### config.mk
export PLATFORM = sky130hd
export DESIGN_NAME = printer_command_framer_crc8
export DESIGN_NICKNAME = d
export VERILOG_FILES = /design/src/design/pcf_pkg.sv /design/src/design/printer_command_framer_crc8.sv /design/src/design/pcf_crc8.sv
export SDC_FILE = /design/constraint.sdc
export NUM_CORES = 1
export LEC_CHECK = 0
export CAP_MARGIN = 5
export CORE_MARGIN = 5
export CORE_UTILIZATION = 45
export CTS_BUF_LIST = sky130_fd_sc_hd__clkbuf_16
export DETAILED_ROUTE_END_ITERATION = 6
export DONT_BUFFER_PORTS = 1
export GPL_ROUTABILITY_DRIVEN = 0
export PLACE_DENSITY = 0.64
export REMOVE_ABC_BUFFERS = 1
export SETUP_SLACK_MARGIN = 0.15
export SLEW_MARGIN = 0
export SYNTH_ARGS = -nofsm -noshare
export SYNTH_HDL_FRONTEND = slang
export SYNTH_HIERARCHICAL = 1
export SYNTH_SLANG_ARGS = --single-unit
### constraint.sdc
create_clock -name clk -period 7.4 [get_ports clk]
set_input_delay 0.37 -clock clk [delete_from_list [all_inputs] [get_ports clk]]
set_output_delay 0.37 -clock clk [all_outputs]
set_load 0.01 [all_outputs]
### src/design/pcf_pkg.sv
// pcf_pkg: request and result types, frame byte constants and step codes
// for the printer command framer; no dependencies
`default_nettype none

package pcf_pkg;

    typedef struct packed {
        logic [7:0] command;
        logic [7:0] header_length;
        logic [7:0] data_byte;
        logic       mirror_bits;
        logic       last_byte;
    } in_item_t;

    typedef struct packed {
        logic [7:0] out_byte;
        logic       frame_end;
        logic       run_last;
    } out_item_t;

    localparam logic [7:0] HDR_MAGIC0   = 8'h51;
    localparam logic [7:0] HDR_MAGIC1   = 8'h78;
    localparam logic [7:0] HDR_PAD      = 8'h00;
    localparam logic [7:0] TRAILER_BYTE = 8'hFF;
    localparam logic [7:0] CRC_POLY     = 8'h07;
    localparam logic [7:0] CRC_INIT     = 8'h00;

    localparam int STEP_W = 4;
    typedef logic [STEP_W-1:0] step_t;

    localparam step_t STEP_MAGIC0  = 4'd0;
    localparam step_t STEP_MAGIC1  = 4'd1;
    localparam step_t STEP_CMD     = 4'd2;
    localparam step_t STEP_PAD0    = 4'd3;
    localparam step_t STEP_LEN     = 4'd4;
    localparam step_t STEP_PAD1    = 4'd5;
    localparam step_t STEP_DATA    = 4'd6;
    localparam step_t STEP_CRC     = 4'd7;
    localparam step_t STEP_TRAILER = 4'd8;

endpackage

`default_nettype wire

### src/design/printer_command_framer_crc8.sv
// printer_command_framer_crc8: an accepted request is held in the request stage; each
// byte it yields is registered in the output register; throughput one output byte per
// cycle while out_ready holds: a middle payload byte yields one output byte, a frame's
// first byte seven, its last byte three, a one-byte frame nine; reset clears the frame
// flag, crc and all valids; uses pcf_pkg and pcf_crc8
`default_nettype none

module printer_command_framer_crc8 (
    input  wire logic                 clk,
    input  wire logic                 rst_n,
    input  wire logic                 in_valid,
    output logic                      in_ready,
    input  wire pcf_pkg::in_item_t    in_item,
    output logic                      out_valid,
    input  wire logic                 out_ready,
    output pcf_pkg::out_item_t        out_item
);
    import pcf_pkg::*;

    logic      stage_valid_reg;
    in_item_t  stage_reg;
    step_t     pos_reg;
    logic      in_frame_reg;
    logic [7:0] crc_reg;
    logic      out_valid_reg;
    out_item_t out_reg;

    logic      first;
    step_t     step;
    logic      result_last;
    logic      out_free;
    logic      emit;
    logic      release_item;
    logic      load;
    logic [7:0] data_m;
    logic [7:0] crc_next;
    out_item_t result;

    assign first = !in_frame_reg;

    pcf_crc8 u_crc (
        .crc_in  (first ? CRC_INIT : crc_reg),
        .data_in (stage_reg.data_byte),
        .mirror  (stage_reg.mirror_bits),
        .data_out(data_m),
        .crc_out (crc_next)
    );

    assign step        = first ? pos_reg : step_t'(pos_reg + STEP_DATA);
    assign result_last = stage_reg.last_byte ? (step == STEP_TRAILER) : (step == STEP_DATA);

    always_comb
    begin
        result.frame_end = (step == STEP_TRAILER);
        result.run_last  = result_last;
        unique case (step)
            STEP_MAGIC0:  result.out_byte = HDR_MAGIC0;
            STEP_MAGIC1:  result.out_byte = HDR_MAGIC1;
            STEP_CMD:     result.out_byte = stage_reg.command;
            STEP_PAD0:    result.out_byte = HDR_PAD;
            STEP_LEN:     result.out_byte = stage_reg.header_length;
            STEP_PAD1:    result.out_byte = HDR_PAD;
            STEP_DATA:    result.out_byte = data_m;
            STEP_CRC:     result.out_byte = crc_next;
            STEP_TRAILER: result.out_byte = TRAILER_BYTE;
            default:      result.out_byte = HDR_PAD;
        endcase
    end

    assign out_free     = !out_valid_reg || out_ready;
    assign emit         = stage_valid_reg && out_free;
    assign release_item = emit && result_last;
    assign in_ready     = !stage_valid_reg || release_item;
    assign load         = in_valid && in_ready;

    // request stage
    always_ff @(posedge clk or negedge rst_n)
    begin
        if (!rst_n)
        begin
            stage_valid_reg <= 1'b0;
            pos_reg         <= STEP_MAGIC0;
        end
        else if (load)
        begin
            stage_valid_reg <= 1'b1;
            pos_reg         <= STEP_MAGIC0;
        end
        else if (release_item)
        begin
            stage_valid_reg <= 1'b0;
        end
        else if (emit)
        begin
            pos_reg <= step_t'(pos_reg + 1'b1);
        end
    end

    always_ff @(posedge clk)
    begin
        if (load)
        begin
            stage_reg <= in_item;
        end
    end

    // frame state
    always_ff @(posedge clk or negedge rst_n)
    begin
        if (!rst_n)
        begin
            in_frame_reg <= 1'b0;
            crc_reg      <= CRC_INIT;
        end
        else if (release_item)
        begin
            in_frame_reg <= !stage_reg.last_byte;
            crc_reg      <= stage_reg.last_byte ? CRC_INIT : crc_next;
        end
    end

    // result register
    always_ff @(posedge clk or negedge rst_n)
    begin
        if (!rst_n)
        begin
            out_valid_reg <= 1'b0;
        end
        else if (emit)
        begin
            out_valid_reg <= 1'b1;
        end
        else if (out_ready)
        begin
            out_valid_reg <= 1'b0;
        end
    end

    always_ff @(posedge clk)
    begin
        if (emit)
        begin
            out_reg <= result;
        end
    end

    assign out_valid = out_valid_reg;
    assign out_item  = out_reg;

endmodule

`default_nettype wire

### src/design/pcf_crc8.sv
// pcf_crc8: optional bit reversal of one payload byte and a byte-wide
// crc-8 update (poly 0x07, msb first); uses pcf_pkg
`default_nettype none

module pcf_crc8 (
    input  wire logic [7:0] crc_in,
    input  wire logic [7:0] data_in,
    input  wire logic       mirror,
    output logic      [7:0] data_out,
    output logic      [7:0] crc_out
);
    import pcf_pkg::*;

    always_comb
    begin
        logic [7:0] rev;
        logic [7:0] c;
        for (int i = 0; i < 8; i++)
        begin
            rev[i] = data_in[7-i];
        end
        data_out = mirror ? rev : data_in;
        c = crc_in ^ data_out;
        for (int k = 0; k < 8; k++)
        begin
            c = c[7] ? ({c[6:0], 1'b0} ^ CRC_POLY) : {c[6:0], 1'b0};
        end
        crc_out = c;
    end

endmodule

`default_nettype wire

==> metrics, run 1 <==
status=finished, final reports clean; Combinational Power Share=43.0%; Slew Limit Headroom=26.2%; final antenna-violating net count=0; post-route design area=0.00283 mm^2; Setup Skew=0.00632 ns; Root Driver=clkbuf_16; crit-path leading delay family=simple AND/OR/NAND/NOR gates; routed via count=1510; Async SR Flop Fraction=29.4%; Starting Density=45.5%; hold_buf cts=1; Multi-input gate area=0.00111 mm^2; Max-cap violations=0; Synth area leaders=edfxtp_1, dfrtp_1, xnor2_1; CP max stage cell=and2_1; CTS buffer count=5; Main synth FF type=edfxtp_1; slew of the pin with the lowest slew margin=1.11 ns; P_int=770 uW; # DRC=0; Clock transition at path regs=0.07 ns; Worst EP required=7.31 ns; commonest non-fill, non-tap cell in the layout=edfxtp_1; WL final=4860 um; crit path max fanout=26; Post-synth EDFFs=36; IO Port Bufs=0; Worst Path Arrival=3.14 ns; highest clock rate=310 MHz; FP Rows=28; setup violators final=0; Netlist cell types=44; initial antenna violation count=0; CTS tree=done; Power Density=447 mW/mm^2; overall routing resource usage=14.2%; pin count of the biggest net entering global routing=27; die extent in x=86.7 um; post-CTS sizing=0; Pre-antenna DRT Iters=4; highest-count cells in the layout ignoring fill and taps=edfxtp_1, xnor2_1, dfrtp_1; max reg flops=26; final max-slew violation count=0; Synth top area share=40.9%; vias in the first global route=1619; setup TNS=0 ns; crit share post-route=43.6%; clk buf depth=2; die area=0.00751 mm^2; clk_lat worst skew=0.29 ns; fillers=545; WP buf/inv=0; global-route wire length before repair=8080 um; CP max stage delay=0.92 ns; maximum VDD drop=0.000163 V; diode count=0; Net Sw Frac=39.2%; nets@finish=233; Hold WC Path Type=input port to register; hpwl dp=3620 um; synthesized instance count=203; share of layout cells above drive strength 1=14.4%; mapped cell area=0.00264 mm^2; Ys Warns=6; RSZ-0062 raised after global routing=no; worst path cell trace=xnor2_1 -> nor3_1 -> a32oi_4 -> o21ai_2 -> and2_1; CP Capture Type=register; placed inst area=0.00268 mm^2; register area share after synthesis=55.1%; core area=0.00582 mm^2; synth-to-layout area growth=7.19%; H-tree levels=2; area leader, netlist=edfxtp_1; Lkg Pwr=0.00110 uW; register area=0.00146 mm^2; reg2reg setup slack=4.17 ns; routed vias/inst=5.47; P_sw=497 uW; synthesis-stage register bit count=51; I/O pin cnt=42; grt ovf=0; Post-CTS Setup Bufs=0; CP Launch Type=register; Mean Syn Cell Area=13.0 um^2; Iter 0 DRT Violations=113; wire per inst=17.6 um; crit path kind=register to register; sequential group share of total power=39.0%; Final min period=3.23 ns; clock network power share=18.0%; final hold viol count=0; clock sink total=51; Die Ht=86.7 um
==> synth_stat cells, types with 5 or more instances <==
master    count
dfrtp_1      15
edfxtp_1     36
o21ai_0       9
xor2_1        5
nand3_1      10
a22o_1        8
mux2_2        7
nand2_1      11
clkbuf_1      5
and2_1       11
xnor2_1      15
==> stage by stage <==
stage | worst slack, ns | util [%] | cells | hold slack, ns | power, uW
after detailed placement | 4.13 | 46.0 | 267 | 0.0752 | 1040
after global placement | 4.25 | 46.0 | 267 | 0.0751 | 1030
after global routing | 3.87 | 48.7 | 276 | 0.153 | 1370
final | 4.17 | 48.7 | 276 | 0.161 | 1270
after CTS | 4.12 | 48.7 | 276 | 0.154 | 1280
after floorplan | 4.68 | - | 192 | 0.0744 | 910
==> cell type report <==
cell class,count,share of cell area (%)
flip-flops and latches,51,51.4
inverters,5,0.662
repair buffers,1,0.353
clock buffers,5,4.42
multi-input cells,136,39.1
well taps,75,3.31
clock inverters,3,0.795
==> metal layers <==
| layer | vias up | global-route usage (%) | wire length, um | part of all wire [%] |
|---|---|---|---|---|
| li1 | 742 | - | - | - |
| met1 | 714 | 19.4 | 2240 | 46 |
| met2 | 45 | 21.8 | 2270 | 47 |
| met3 | 9 | 3.61 | 242 | 5.0 |
| met4 | 0 | 5.52 | 106 | 2.2 |
| met5 | - | 0 | 0 | 0 |
==> final timing paths <==
path / from / end / cells past startpoint
max: in_frame_reg / stage_reg[5] / 5
min: in_valid / pos_reg[2] / 1
max reg2reg: in_frame_reg / stage_reg[5] / 5
min reg2reg: crc_reg[3] / crc_reg[3] / 1
max in group asynchronous: rst_n / crc_reg[7] / 1
min in group asynchronous: rst_n / pos_reg[1] / 1
==> kinds of logic (layout without fill, tap and decap cells) <==
family,count (synthesis),in the layout,share of synthesized area (%)
xor+xnor,27,27,12.5
simple gates,50,50,9.89
mux,12,12,5.06
fa+ha+maj,3,3,1.42
flops,51,51,55.1
buf+inv,16,14,3.03
compound gates,44,44,13.0
==> power by group through the flow <==
| stage | clock [uW] | sequential (uW) | combinational [uW] |
|---|---|---|---|
| 2_1_floorplan | 0 | 477 | 433 |
| 3_3_place_gp | 0 | 500 | 531 |
| 3_5_place_dp | 0 | 499 | 541 |
| 4_1_cts | 235 | 496 | 546 |
| 5_1_grt | 250 | 509 | 607 |
| 6_report | 228 | 495 | 544 |
Note: power is estimated with default switching activity, not from simulation.
==> inputs of run 2 (changes only) <==
==> constraint.sdc (replaced) <==
create_clock -name clk -period 3.15 [get_ports clk]
set_input_delay 0.1575 -clock clk [delete_from_list [all_inputs] [get_ports clk]]
set_output_delay 0.1575 -clock clk [all_outputs]
set_load 0.01 [all_outputs]
==> metrics, run 2 (synthesis gave the netlist of run 1 again) <==
status=finished, final reports clean; Worst Path Arrival=2.74 ns; crit share post-route=88.1%; die area=0.00751 mm^2; Pre-antenna DRT Iters=4; CP Launch Type=register; Iter 0 DRT Violations=115; Power Total=3020 uW; end of the worst register-to-register path=stage_reg[6]; I/O pin cnt=42; Hold WC Path Type=input port to register; clk_lat worst skew=0.29 ns; vias in the first global route=1685; highest-count cells in the layout ignoring fill and taps=edfxtp_1, dlygate4sd3_1, xnor2_1, dfrtp_1; cells on worst reg2reg path=8; clock sink total=51; Root Driver=clkbuf_16; routed vias/inst=5.32; met2 Use GR=25.7%; CTS buffer count=5; Min-Delay Startpoint=in_valid; maximum VDD drop=0.000464 V; final antenna-violating net count=0; nets@finish=262; pin count of the biggest net entering global routing=27; RSZ-0062 raised after global routing=no; H-tree levels=2; WL final=5290 um; synth-to-layout area growth=17.9%; Slew Limit Headroom=46.1%; setup ws final=0.375 ns; IO Port Bufs=0; max reg flops=26; Die Ht=86.7 um; WHS Endpoint=pos_reg[0]; crit path kind=register to register; pre-CTS WS=0.407 ns; Starting Density=45.5%; die extent in x=86.7 um; final max-slew violation count=0; grt ovf=0; Clock transition at path regs=0.06 ns; crit path max fanout=26; CP Capture Type=register; slew of the pin with the lowest slew margin=0.808 ns; # DRC=0; Setup Skew=0.00424 ns; core area=0.00582 mm^2; Max-cap violations=0; reg2reg start=pos_reg[1]; final hold viol count=0; met3 Usage GRT=2.95%; reg2reg setup slack=0.37 ns; initial antenna violation count=0; GRT met1 Usage=20.0%; diode count=0; setup violators final=0; overall routing resource usage=15.1%; hpwl dp=3550 um; highest clock rate=360 MHz; hold slack=0.0647 ns; global-route wire length before repair=8690 um; hold depth=2; post-CTS sizing=0; clk buf depth=2; gr busiest metal=met2; share of layout cells above drive strength 1=13.0%; Power Density=968 mW/mm^2; FP Rows=28; setup TNS=0 ns; commonest non-fill, non-tap cell in the layout=edfxtp_1; wire per inst=17.3 um; Worst EP required=3.11 ns; Lkg Pwr=0.00122 uW; routed via count=1623; CTS tree=done; Final min period=2.78 ns
[run 2: cell types whose count changed in the layout (fill, tap and decap cells not counted), sizes merged]
cell,previous run,this run
clkinv,1,2
buf,0,2
clkinvlp,0,1
dlygate4sd3,1,28
inv,7,5
[run 2: routing by layer]
metal  vias to the layer above  share of wire, %
met5                         -                 0
met4                         0              0.93
met3                         7               4.5
met2                        46                50
met1                       775                45
li1                        795                 -
[run 2: worst max path at each step]
stage	start	depth (start not counted)	to	slack, ns
2_1_floorplan	pos_reg[1]	7	stage_reg[0]	0.43
3_3_place_gp	pos_reg[1]	8	stage_reg[8]	0.41
3_5_place_dp	pos_reg[1]	8	stage_reg[8]	0.41
4_1_cts	pos_reg[1]	8	stage_reg[3]	0.37
5_1_grt	pos_reg[1]	8	stage_reg[3]	0.15
6_report	pos_reg[1]	8	stage_reg[6]	0.37
[run 2: area by class of cell]
cell class / count / area [um^2]
well taps: 75 / 93.8
inverters: 5 / 18.8
flip-flops and latches: 51 / 1460
clock buffers: 5 / 125
fillers: 519 / 2700
multi-input cells: 136 / 1110
clock inverters: 3 / 20.0
repair buffers: 30 / 295
[run 2: report_power, final]
group / total (uW) / switching (uW) / internal [uW]
Clock: 525 / 233 / 293
Combinational: 1320 / 733 / 590
Sequential: 1170 / 215 / 955
Total: 3020 / 1180 / 1840
[run 2: metrics by stage]
| step | cells | utilization, % | area, um^2 |
|---|---|---|---|
| after floorplan | 192 | - | 2580 |
| after global placement | 269 | 46.3 | 2690 |
| after CTS | 305 | 53.6 | 3120 |
| after global routing | 305 | 53.6 | 3120 |
| after detailed placement | 269 | 46.3 | 2690 |
| final | 305 | 53.6 | 3120 |
[run 2: repair_timing]
item,CTS,global route
hold endpoints to repair,45,0
buffers inserted,0,0
hold buffers,28,0
setup endpoints to repair,0,23
[run 2: worst max-delay path, stage by stage (launching register included)]
cell     delay (ns)
dfrtp_1        0.52
inv_1          0.08
ha_1           0.22
xor2_1         0.23
a32o_2         0.45
a32oi_4        0.12
o21ai_2        0.32
and2_1         0.19
buf_4          0.31
